**src/usmg_pkg.sv**
```systemverilog
// package: shared types, constants and tables for the uv sphere mesh generator
package usmg_pkg;

  localparam int unsigned MaxStacksDef   = 64;
  localparam int unsigned CordicStepsDef = 16;
  localparam int unsigned RadiusReset    = 256;
  localparam int unsigned StackReset     = 16;

  localparam logic [0:0] CfgRadius = 1'b0;
  localparam logic [0:0] CfgStacks = 1'b1;

  localparam logic [1:0] KindVertex = 2'd0;
  localparam logic [1:0] KindFace   = 2'd1;
  localparam logic [1:0] KindLast   = 2'd2;
  localparam logic [1:0] KindIdle   = 2'd3;

  localparam logic signed [33:0] CordicGain = 34'sd652032874;

  typedef enum logic [2:0] {
    PH_IDLE, PH_RING, PH_BOTPOLE, PH_TOPFACE, PH_INNER, PH_BOTFACE
  } phase_t;

  typedef enum logic [2:0] {
    ST_IDLE, ST_DIV, ST_CORDIC, ST_MUL1, ST_MUL2, ST_OUT
  } ctl_state_t;

  // controller to datapath
  typedef struct packed {
    logic div_start;
    logic cordic_start;
    logic mul1;
    logic mul2;
    logic load_vertex;
  } dp_cmd_t;

  // datapath to controller
  typedef struct packed {
    logic div_done;
    logic cordic_done;
  } dp_sts_t;

  function automatic logic signed [33:0] atan_entry(input logic [4:0] k);
    logic signed [33:0] r;
    begin
      unique case (k)
        5'd0: r = 34'sh20000000;  5'd1: r = 34'sh12E4051E;
        5'd2: r = 34'sh09FB385B;  5'd3: r = 34'sh051111D4;
        5'd4: r = 34'sh028B0D43;  5'd5: r = 34'sh0145D7E1;
        5'd6: r = 34'sh00A2F61E;  5'd7: r = 34'sh00517C55;
        5'd8: r = 34'sh0028BE53;  5'd9: r = 34'sh00145F2F;
        5'd10: r = 34'sh000A2F98; 5'd11: r = 34'sh000517CC;
        5'd12: r = 34'sh00028BE6; 5'd13: r = 34'sh000145F3;
        5'd14: r = 34'sh0000A2FA; 5'd15: r = 34'sh0000517D;
        5'd16: r = 34'sh000028BE; 5'd17: r = 34'sh0000145F;
        5'd18: r = 34'sh00000A30; 5'd19: r = 34'sh00000518;
        5'd20: r = 34'sh0000028C; 5'd21: r = 34'sh00000146;
        5'd22: r = 34'sh000000A3; 5'd23: r = 34'sh00000051;
        5'd24: r = 34'sh00000029; 5'd25: r = 34'sh00000014;
        5'd26: r = 34'sh0000000A; 5'd27: r = 34'sh00000005;
        5'd28: r = 34'sh00000003; 5'd29: r = 34'sh00000001;
        default: r = 34'sh0;
      endcase
      return r;
    end
  endfunction

endpackage

```
**src/usmg_controller.sv**
```systemverilog
// controller: mesh sequencing, face indices, handshake and vertex compute sequencing
module usmg_controller #(
  parameter int unsigned MAX_STACKS = usmg_pkg::MaxStacksDef
) (
  input  logic                clk,
  input  logic                rst_n,
  input  logic                in_valid,
  output logic                in_stall,
  input  logic                in_restart,
  output logic                out_valid,
  input  logic                out_stall,
  output logic [1:0]          out_kind,
  output logic                out_is_vtx,
  output logic                out_is_pole,
  output logic                out_pole_south,
  output logic [12:0]         out_corner_a,
  output logic [12:0]         out_corner_b,
  output logic [12:0]         out_corner_c,
  input  logic [6:0]          stack_count,
  output usmg_pkg::dp_cmd_t   cmd,
  input  usmg_pkg::dp_sts_t   sts,
  output logic [6:0]          ring_i,
  output logic [6:0]          slice_j,
  output logic [7:0]          s_val,
  output logic                lat_r_en
);

  usmg_pkg::ctl_state_t st_r, st_nxt;
  usmg_pkg::phase_t     ph_r, ph_nxt;
  logic [6:0]  ring_r, ring_nxt, slc_r, slc_nxt;
  logic        sec_r, sec_nxt;
  logic [7:0]  s_r, s_nxt;
  logic        ov_r, ov_nxt;
  logic [1:0]  kind_r, kind_nxt;
  logic        isv_r, isv_nxt, isp_r, isp_nxt, sth_r, sth_nxt;
  logic [12:0] ca_r, cb_r, cc_r, ca_nxt, cb_nxt, cc_nxt;
  logic [15:0] rv, a, south, s_clamp;
  logic        take;

  assign in_stall = (st_r != usmg_pkg::ST_IDLE) || (ov_r && out_stall);
  assign take = in_valid && !in_stall;
  assign rv = 16'(s_r) + 16'd1;
  assign a = 16'd1 + 16'(ring_r) * rv + 16'(slc_r);
  assign south = 16'(s_r) * 16'(s_r);

  always_comb begin
    if (stack_count < 7'd2) s_clamp = 16'd2;
    else if (16'(stack_count) > 16'(MAX_STACKS)) s_clamp = 16'(MAX_STACKS);
    else s_clamp = 16'(stack_count);
  end

  always_comb begin
    st_nxt = st_r; ph_nxt = ph_r; ring_nxt = ring_r; slc_nxt = slc_r; sec_nxt = sec_r;
    s_nxt = s_r; ov_nxt = ov_r; kind_nxt = kind_r; isv_nxt = isv_r; isp_nxt = isp_r;
    sth_nxt = sth_r; ca_nxt = ca_r; cb_nxt = cb_r; cc_nxt = cc_r;
    cmd = '0; lat_r_en = 1'b0;
    if (ov_r && !out_stall) ov_nxt = 1'b0;
    unique case (st_r)
      usmg_pkg::ST_IDLE: begin
        if (take) begin
          kind_nxt = usmg_pkg::KindFace; isv_nxt = 1'b0; isp_nxt = 1'b0; sth_nxt = 1'b0;
          ca_nxt = '0; cb_nxt = '0; cc_nxt = '0;
          ov_nxt = 1'b1;
          if (in_restart) begin
            s_nxt = s_clamp[7:0]; lat_r_en = 1'b1;
            kind_nxt = usmg_pkg::KindVertex; isv_nxt = 1'b1; isp_nxt = 1'b1;
            ph_nxt = usmg_pkg::PH_RING; ring_nxt = 7'd1; slc_nxt = '0; sec_nxt = 1'b0;
          end else begin
            unique case (ph_r)
              usmg_pkg::PH_RING: begin
                ov_nxt = 1'b0; kind_nxt = usmg_pkg::KindVertex; isv_nxt = 1'b1;
                cmd.div_start = 1'b1; st_nxt = usmg_pkg::ST_DIV;
              end
              usmg_pkg::PH_BOTPOLE: begin
                kind_nxt = usmg_pkg::KindVertex; isv_nxt = 1'b1; isp_nxt = 1'b1;
                sth_nxt = 1'b1; ph_nxt = usmg_pkg::PH_TOPFACE; slc_nxt = 7'd1;
              end
              usmg_pkg::PH_TOPFACE: begin
                cb_nxt = 13'(slc_r + 7'd1); cc_nxt = 13'(slc_r);
                slc_nxt = slc_r + 7'd1;
                if (8'(slc_r) + 8'd1 > s_r) begin
                  slc_nxt = '0; ring_nxt = '0; sec_nxt = 1'b0;
                  ph_nxt = (s_r >= 8'd3) ? usmg_pkg::PH_INNER : usmg_pkg::PH_BOTFACE;
                end
              end
              usmg_pkg::PH_INNER: begin
                if (!sec_r) begin
                  ca_nxt = a[12:0]; cb_nxt = 13'(a + 16'd1); cc_nxt = 13'(a + rv);
                  sec_nxt = 1'b1;
                end else begin
                  ca_nxt = 13'(a + rv); cb_nxt = 13'(a + 16'd1);
                  cc_nxt = 13'(a + rv + 16'd1);
                  sec_nxt = 1'b0; slc_nxt = slc_r + 7'd1;
                  if (8'(slc_r) + 8'd1 >= s_r) begin
                    slc_nxt = '0; ring_nxt = ring_r + 7'd1;
                    if (8'(ring_r) + 8'd1 >= s_r - 8'd2) ph_nxt = usmg_pkg::PH_BOTFACE;
                  end
                end
              end
              usmg_pkg::PH_BOTFACE: begin
                ca_nxt = south[12:0];
                cb_nxt = 13'(south - rv + 16'(slc_r));
                cc_nxt = 13'(south - rv + 16'(slc_r) + 16'd1);
                if (8'(slc_r) + 8'd1 >= s_r) begin
                  kind_nxt = usmg_pkg::KindLast; ph_nxt = usmg_pkg::PH_IDLE; slc_nxt = '0;
                end else begin
                  slc_nxt = slc_r + 7'd1;
                end
              end
              default: begin
                kind_nxt = usmg_pkg::KindIdle;
              end
            endcase
          end
        end
      end
      usmg_pkg::ST_DIV: if (sts.div_done) begin
        cmd.cordic_start = 1'b1; st_nxt = usmg_pkg::ST_CORDIC;
      end
      usmg_pkg::ST_CORDIC: if (sts.cordic_done) begin
        cmd.mul1 = 1'b1; st_nxt = usmg_pkg::ST_MUL1;
      end
      usmg_pkg::ST_MUL1: begin
        cmd.mul2 = 1'b1; st_nxt = usmg_pkg::ST_MUL2;
      end
      usmg_pkg::ST_MUL2: begin
        cmd.load_vertex = 1'b1; st_nxt = usmg_pkg::ST_OUT;
      end
      usmg_pkg::ST_OUT: begin
        ov_nxt = 1'b1; st_nxt = usmg_pkg::ST_IDLE;
        slc_nxt = slc_r + 7'd1;
        if (8'(slc_r) + 8'd1 > s_r) begin
          slc_nxt = '0; ring_nxt = ring_r + 7'd1;
          if (8'(ring_r) + 8'd1 > s_r - 8'd1) ph_nxt = usmg_pkg::PH_BOTPOLE;
        end
      end
      default: st_nxt = usmg_pkg::ST_IDLE;
    endcase
  end

  always_ff @(posedge clk) begin
    if (!rst_n) begin
      st_r <= usmg_pkg::ST_IDLE; ph_r <= usmg_pkg::PH_IDLE;
      ring_r <= '0; slc_r <= '0; sec_r <= 1'b0; s_r <= 8'd2; ov_r <= 1'b0;
    end else begin
      st_r <= st_nxt; ph_r <= ph_nxt; ring_r <= ring_nxt; slc_r <= slc_nxt;
      sec_r <= sec_nxt; s_r <= s_nxt; ov_r <= ov_nxt;
    end
    kind_r <= kind_nxt; isv_r <= isv_nxt; isp_r <= isp_nxt; sth_r <= sth_nxt;
    ca_r <= ca_nxt; cb_r <= cb_nxt; cc_r <= cc_nxt;
  end

  assign out_valid = ov_r;
  assign out_kind = kind_r;
  assign out_is_vtx = isv_r;
  assign out_is_pole = isp_r;
  assign out_pole_south = sth_r;
  assign out_corner_a = ca_r;
  assign out_corner_b = cb_r;
  assign out_corner_c = cc_r;
  assign ring_i = ring_r;
  assign slice_j = slc_r;
  assign s_val = s_r;

endmodule

```
**config.mk**
```make
export PLATFORM = sky130hd
export DESIGN_NAME = usmg_controller
export DESIGN_NICKNAME = d
export VERILOG_FILES = /design/src/usmg_pkg.sv /design/src/usmg_controller.sv
export SDC_FILE = /design/constraint.sdc
export NUM_CORES = 1
export LEC_CHECK = 0
export ABC_AREA = 1
export BUFFER_PORTS_ARGS = -buffer_cell sky130_fd_sc_hd__buf_2
export CORE_MARGIN = 3
export CORE_UTILIZATION = 35
export CTS_CLUSTER_DIAMETER = 150
export DETAILED_ROUTE_END_ITERATION = 12
export GPL_TIMING_DRIVEN = 0
export MAX_ROUTING_LAYER = met4
export SETUP_SLACK_MARGIN = 0.15
export SYNTH_ARGS = -nofsm -noshare
export SYNTH_HDL_FRONTEND = slang
export SYNTH_SLANG_ARGS = --single-unit
```
**constraint.sdc**
```tcl
create_clock -name clk -period 6.9 [get_ports clk]
set_clock_uncertainty 0.2 [all_clocks]
set_input_delay 1.38 -clock clk [delete_from_list [all_inputs] [get_ports clk]]
set_output_delay 1.38 -clock clk [all_outputs]
set_load 0.01 [all_outputs]
```
==> flow_metrics.py, run 1 <==
metrics = {
    "timing": {
        "fin_ws_ps": 503,
        "fin_worst_hold_slack_ps": 303,
        "final_hold_viol_count": 0,
        "setup_viol": 0,
        "tightest_slew_ps": 884,
        "slew_violations": 0,
        "fmax_mhz": 156,
        "relSlewSlack_pct": 41.1,
        "finalCritPeriodShare_pct": 92.7,
        "rsz0062_at_grt": "false",
        "min_period_ps": 6400,
    },
    "min_path": {
        "hold_path_class": "reg -> reg",
    },
    "pwr": {
        "peakVddDrop_mv": 0.147,
        "leakage_nw": 6.20,
        "power.density_nw_per_um2": 274,
    },
    "critical_path": {
        "arrival_ps": 6270,
        "crit_buf_inv": 7,
        "cpMostUsedCell": "nand2_1",
        "crit_required_ps": 6770,
        "worstSetupPathType": "reg -> reg",
        "critPathSlowestCell": "fa_1",
        "endpoint_kind": "register",
        "path_delay_family": "adder cells",
        "critPathMaxFanout": 8,
        "cpPeakStageDelay_ps": 540,
        "start_kind": "register",
    },
    "layout": {
        "final_core_util_pct": 41.2,
        "area_growth_pct": 15.0,
        "nNetsFinal": 1850,
        "fillCellCount": 3103,
        "n_antenna_cell": 0,
        "drive_above_1_share_pct": 12.7,
        "fin_area_sq_um": 11900,
    },
    "clocking": {
        "cts_num_sinks": 73,
        "clockBufferDepth": 2,
        "cts_tree": "yes",
        "clk_pin_slew_ps": 60,
        "root_buffer": "clkbuf_16",
        "h-tree-depth": 3,
        "cts_buffers": 9,
        "insertion_delay_ps": 350,
        "cts_hold_buf": 0,
    },
    "floorplanning": {
        "rows": 62,
        "core_sq_um": 28900,
        "die-area_sq_um": 31700,
        "initial_core_util_pct": 35.8,
        "die_h_um": 178,
        "io_pins": 88,
        "dieWidth_um": 178,
    },
    "flow_run": {
        "maxCapViolCount": 0,
    },
    "route": {
        "vias_per_cell": 5.02,
        "drt_iter0_drc": 900,
        "num_vias": 10300,
        "wire_per_inst_um": 16.1,
        "first_pass_iters": 5,
        "antenna_left": 0,
        "drc_errors": 0,
        "routed_wirelength_mm": 33.1,
    },
    "yosys": {
        "seq_area_frac_synth_pct": 18.4,
        "synth_nets": 1736,
        "synth_flop_cell": "edfxtp_1",
        "ys_warn_count": 0,
        "synth-seq-cells": 73,
        "synth_area_sq_um": 10400,
        "async_reset_ff_share_pct": 0,
        "synthTopCellsByArea": "nand2_1, ha_1, edfxtp_1",
        "synth_top_area_cell": "nand2_1",
        "netlist_instances": 1552,
        "synth_top_area_share_pct": 15.8,
        "yosysUniqueCellTypes": 59,
        "synth-edff-count": 44,
        "syn_area_per_cell_sq_um": 6.68,
    },
    "global_route": {
        "grt_pass1_vias": 9835,
        "grt_antenna_before_repair": 0,
        "overflow": 0,
        "track_usage_pct": 21.8,
        "grt_max_degree": 47,
        "grt_pass1_wl_mm": 52.4,
    },
    "run_status": {
        "status": "finished, final reports clean",
    },
    "placement": {
        "dp_worst_setup_slack_ps": -714,
        "gp_congestion": 0.943,
        "hpwl_mm": 27.1,
        "placed_area_sq_um": 11300,
        "portBuffers": 85,
    },
}
[where the power goes]
part / switching [mW] / total, mW / internal [mW]
Sequential: 0.0540 / 0.612 / 0.558
Combinational: 1.41 / 2.12 / 0.714
Clock: 0.200 / 0.534 / 0.335
Total: 1.66 / 3.27 / 1.61
[layout make-up]
class	instances	area (sq um)	share of cell area (%)
buffer	33	170	1.43
clock buffer	13	293	2.46
clock inverter	3	42.5	0.357
inverter	308	1190	9.96
multi-input combinational	1138	7270	61.0
sequential	73	1910	16.1
tap	384	480	4.03
timing repair buffer	103	561	4.70
[worst paths after layout]
path	slack, ps	from	end	depth (start not counted)
max	500	s_val[1]$_SDFFE_PN1P_	out_corner_c[12]$_SDFFCE_PP0P_	31
min	300	ph_r[2]$_SDFFE_PN0P_	ph_r[2]$_SDFFE_PN0P_	2
max reg2reg	500	s_val[1]$_SDFFE_PN1P_	out_corner_c[12]$_SDFFCE_PP0P_	31
min reg2reg	300	ph_r[2]$_SDFFE_PN0P_	ph_r[2]$_SDFFE_PN0P_	2
[cell usage in the layout, fill, tap and decap left out, types with 11 or more instances in the layout]
master and count:
inv_1 284, buf_2 88, dfxtp_1 24, nor2_1 140, fa_1 59, ha_1 105, nor3_1 13, a31oi_1 21
nand2_1 429, o21ai_0 35, clkbuf_16 11, a21oi_1 75, inv_2 12, nand2_2 12, buf_4 21, nand4_1 21
xor2_1 20, nand3_1 107, edfxtp_1 44, clkbuf_1 22
[worst min-delay path, stage by stage (launching register included)]
cell	delay, ps
dfxtp_1	340
nand2_1	70
a21oi_1	50
[cell families after synthesis]
family                     after synthesis  share of synthesized area (%)
DFF                                     73                           18.4
and+or+nand+nor                        765                           32.0
muxes                                    1                          0.109
xor gates and xnor gates                30                           2.68
AOI/OAI and AO/OA                      171                           9.41
other                                    1                         0.0362
adders and majority gates              170                           24.8
buffers and inverters                  341                           12.6
[flip-flops by register name (all words and copies together), names as in the netlist, 2 cells and up]
name and count:
st_r 3, out_corner_b 13, s_val 7, ring_i 7, ph_r 3, out_corner_c 13, out_corner_a 13, slice_j 7
out_kind 2
[synthesized netlist by cell type, drive strengths merged, types with 3 or more instances]
cell    number
o22ai        5
dfxtp       29
nor3        17
nor2       155
o21bai       5
ha         111
buf          8
clkinv       3
o21a         4
o21ai       42
a31oi       21
fa          59
edfxtp      44
a21oi       78
inv        305
xnor2        8
nand4       23
clkbuf      25
xor2        22
o31ai        3
or2          4
nand3      110
nand3b       8
nand2      443
[repair_timing]
action,4_1_cts,5_1_grt
gates resized for setup,22,36
pin swaps,1,4
buffers inserted,7,11
endpoints found under the setup margin,14,13
[metrics by stage]
step	cells	TNS [ps]	power, mW
3_3_place_gp	2021	-3980	2.62
3_5_place_dp	2021	-5100	2.64
5_1_grt	2055	0	3.58
6_report	2055	0	3.27
2_1_floorplan	1552	0	2.12
4_1_cts	2044	0	3.21
[layer usage]
metal / up-vias / track usage [%] / share of wire [%]
met1: 4776 / 29.9 / 47
met5: - / - / 0
met2: 348 / 34.1 / 45
li1: 5143 / - / -
met3: 54 / 3.02 / 6.5
met4: 0 / 5.60 / 2.3
No activity file was read; power rests on OpenSTA's default activity.
==> run 2, diff against run 1 <==
ABC_AREA = unset   (was 1)
==> run 2 against run 1 <==
Effect of this change:
- sequential share of layout area up 0.51 points
- register-to-register slack worse by 160 ps
- non-clock buffer count up 35
- sequential cell count unchanged
- first-iteration DRC count down 33%
- clock power down 7.1%
- critical path type unchanged
- largest power group unchanged
- highest routed layer unchanged
==> flow_metrics.py, run 2 <==
metrics = {
    "clocking": {
        "cts_hold_buf": 0,
        "h-tree-depth": 3,
        "cts_tree": "yes",
        "cts_buffers": 9,
        "clk_pin_slew_ps": 70,
        "clockBufferDepth": 2,
        "insertion_delay_ps": 360,
        "cts_num_sinks": 73,
        "root_buffer": "clkbuf_16",
    },
    "floorplanning": {
        "initial_core_util_pct": 36.1,
        "rows": 59,
        "dieWidth_um": 171,
        "die_h_um": 171,
        "die-area_sq_um": 29200,
        "core_sq_um": 26400,
        "io_pins": 88,
    },
    "layout": {
        "layout_common_cells": "inv_1, nand2_1, ha_1",
        "instances_no_fill": 1605,
        "n_antenna_cell": 0,
        "area_growth_pct": 21.0,
        "fillCellCount": 2583,
        "nNetsFinal": 1449,
        "drive_above_1_share_pct": 19.1,
        "fin_area_sq_um": 11500,
        "layout_commonest_cell": "inv_1",
    },
    "pwr": {
        "finalPower_mw": 1.58,
        "leakage_nw": 5.19,
        "peakVddDrop_mv": 0.0833,
        "power.density_nw_per_um2": 137,
    },
    "yosys": {
        "synth_common_cells": "inv_1, ha_1, nand2_1, nor2_1, xnor2_1",
        "synth_nets": 1312,
        "synthTopCellsByArea": "ha_1, edfxtp_1, fa_1",
        "ys_warn_count": 0,
        "synth-seq-cells": 73,
        "yosysUniqueCellTypes": 79,
        "syn_area_per_cell_sq_um": 8.43,
        "synth-edff-count": 44,
        "netlist_instances": 1128,
        "synth_top_area_share_pct": 14.6,
        "seq_area_frac_synth_pct": 20.0,
        "synth_area_sq_um": 9510,
        "synth.most_common_cell": "inv_1",
        "async_reset_ff_share_pct": 0,
        "synth_top_area_cell": "ha_1",
        "synth_flop_cell": "edfxtp_1",
    },
    "critical_path": {
        "r2r_slack_ps": 340,
        "critPathMaxFanout": 10,
        "start_kind": "register",
        "cpPeakStageDelay_ps": 550,
        "worstSetupPathType": "reg -> reg",
        "endpoint_kind": "register",
        "crit_required_ps": 6800,
        "cpMostUsedCell": "fa_1",
        "crit_buf_inv": 6,
        "arrival_ps": 6460,
        "critPathSlowestCell": "fa_1",
        "r2r-end": "out_corner_c[9]$_SDFFCE_PP0P_",
        "path_delay_family": "adder cells",
        "r2r_start": "s_val[0]$_SDFFE_PN0P_",
        "reg2reg_depth": 25,
    },
    "timing": {
        "setup_viol": 0,
        "fmax_mhz": 152,
        "finalCritPeriodShare_pct": 95.0,
        "slew_violations": 0,
        "final_hold_viol_count": 0,
        "rsz0062_at_grt": "false",
        "fin_ws_ps": 342,
        "min_period_ps": 6560,
        "relSlewSlack_pct": 27.5,
        "fin_setup_tns_ps": 0,
        "tightest_slew_ps": 1090,
    },
    "flow_run": {
        "maxCapViolCount": 0,
    },
    "placement": {
        "placed_area_sq_um": 10400,
        "gp_congestion": 0.950,
        "dp_worst_setup_slack_ps": -1230,
        "hpwl_mm": 22.9,
        "placed_cells": 1550,
        "portBuffers": 85,
    },
    "route": {
        "drc_errors": 0,
        "drt_iter0_drc": 604,
        "wire_per_inst_um": 18.3,
        "routed_wirelength_mm": 29.4,
        "vias_per_cell": 5.39,
        "antenna_left": 0,
        "num_vias": 8643,
        "first_pass_iters": 7,
    },
    "global_route": {
        "grt_pass1_wl_mm": 45.2,
        "grt_max_degree": 45,
        "overflow": 0,
        "grt_pass1_vias": 8215,
        "grt_antenna_before_repair": 0,
        "track_usage_pct": 20.6,
    },
    "min_path": {
        "hold_depth": 2,
        "hold_path_class": "reg -> reg",
        "hold_end": "out_valid$_SDFF_PN0_",
        "min_from": "out_valid$_SDFF_PN0_",
    },
    "run_status": {
        "status": "finished, final reports clean",
    },
}
-- run 2: worst register-to-register path, stage by stage (launching register included) --
cell and delay (ps):
dfxtp_4 360, clkbuf_16 160, clkinvlp_4 170, buf_4 190, ha_4 300, nand2_1 80, fa_1 500, fa_1 550
inv_1 60, fa_1 520, inv_1 50, fa_1 520, inv_1 40, ha_2 360, o21a_1 210, a21oi_4 90
xnor2_4 160, ha_2 230, nor4_4 320, a21boi_2 220, nor2_1 90, xnor2_2 250, nand3_2 170, xnor2_2 230
a2bb2oi_1 190, nor2_1 60
-- run 2: worst max path at each step --
stage | start | endpoint | slack [ps] | depth (start not counted)
global route | s_val[0]$_SDFFE_PN0P_ | out_corner_c[12]$_SDFFCE_PP0P_ | 70 | 26
finish | s_val[0]$_SDFFE_PN0P_ | out_corner_c[9]$_SDFFCE_PP0P_ | 340 | 25
detailed placement | s_val[4]$_SDFFE_PN0P_ | out_corner_c[9]$_SDFFCE_PP0P_ | -1230 | 26
CTS | s_val[4]$_SDFFE_PN0P_ | out_corner_c[11]$_SDFFCE_PP0P_ | 160 | 26
global placement | s_val[4]$_SDFFE_PN0P_ | out_corner_c[9]$_SDFFCE_PP0P_ | -1130 | 26
floorplan | s_val[0]$_SDFFE_PN0P_ | out_corner_c[12]$_SDFFCE_PP0P_ | 210 | 25
-- run 2: kinds of logic (layout without fill, tap and decap cells) --
kind of cell    Yosys count  after routing  share of synthesized area [%]
buf+inv                 176            318                           7.11
mux                      10             10                           1.05
compound gates          207            207                           14.3
fa+ha+maj               170            170                           27.0
simple gates            378            378                           19.7
flops                    73             73                           20.0
other cells               1              1                         0.0394
xor+xnor                113            113                           10.7
-- run 2: area by class of cell --
cell class	count	area, sq um	share of cell area [%]
buffer	45	231	2.01
multi-input combinational	879	7380	64.1
tap	335	419	3.64
timing repair buffer	126	766	6.65
inverter	131	507	4.40
clock buffer	9	225	1.96
clock inverter	7	76.3	0.663
sequential	73	1910	16.6
-- run 2: per-layer routing --
layer  vias up  GRT usage (%)  part of all wire [%]
met2       319           31.9                    46
met3        51           4.09                   7.2
met5         -              -                     0
met4         0           5.81                   2.8
li1       4127              -                     -
met1      4146           27.4                    44
-- run 2: through the flow --
step	utilization, %	hold WS (ps)
3_5_place_dp	39.4	333
3_3_place_gp	39.3	338
2_1_floorplan	-	331
4_1_cts	42.2	343
5_1_grt	43.7	374
6_report	43.7	331
-- run 2: repair_timing --
| item | 4_1_cts | 5_1_grt |
|---|---|---|
| setup endpoints to repair | 23 | 12 |
| resized for setup | 49 | 45 |
| pin swaps | 11 | 21 |
| setup buffers | 21 | 18 |
-- run 2: power by group --
group	switching, mW	leakage [nW]	internal, mW	total (mW)
Clock	0.214	0.142	0.283	0.496
Sequential	0.0115	0.680	0.488	0.500
Combinational	0.346	4.37	0.238	0.584
Total	0.571	5.19	1.01	1.58
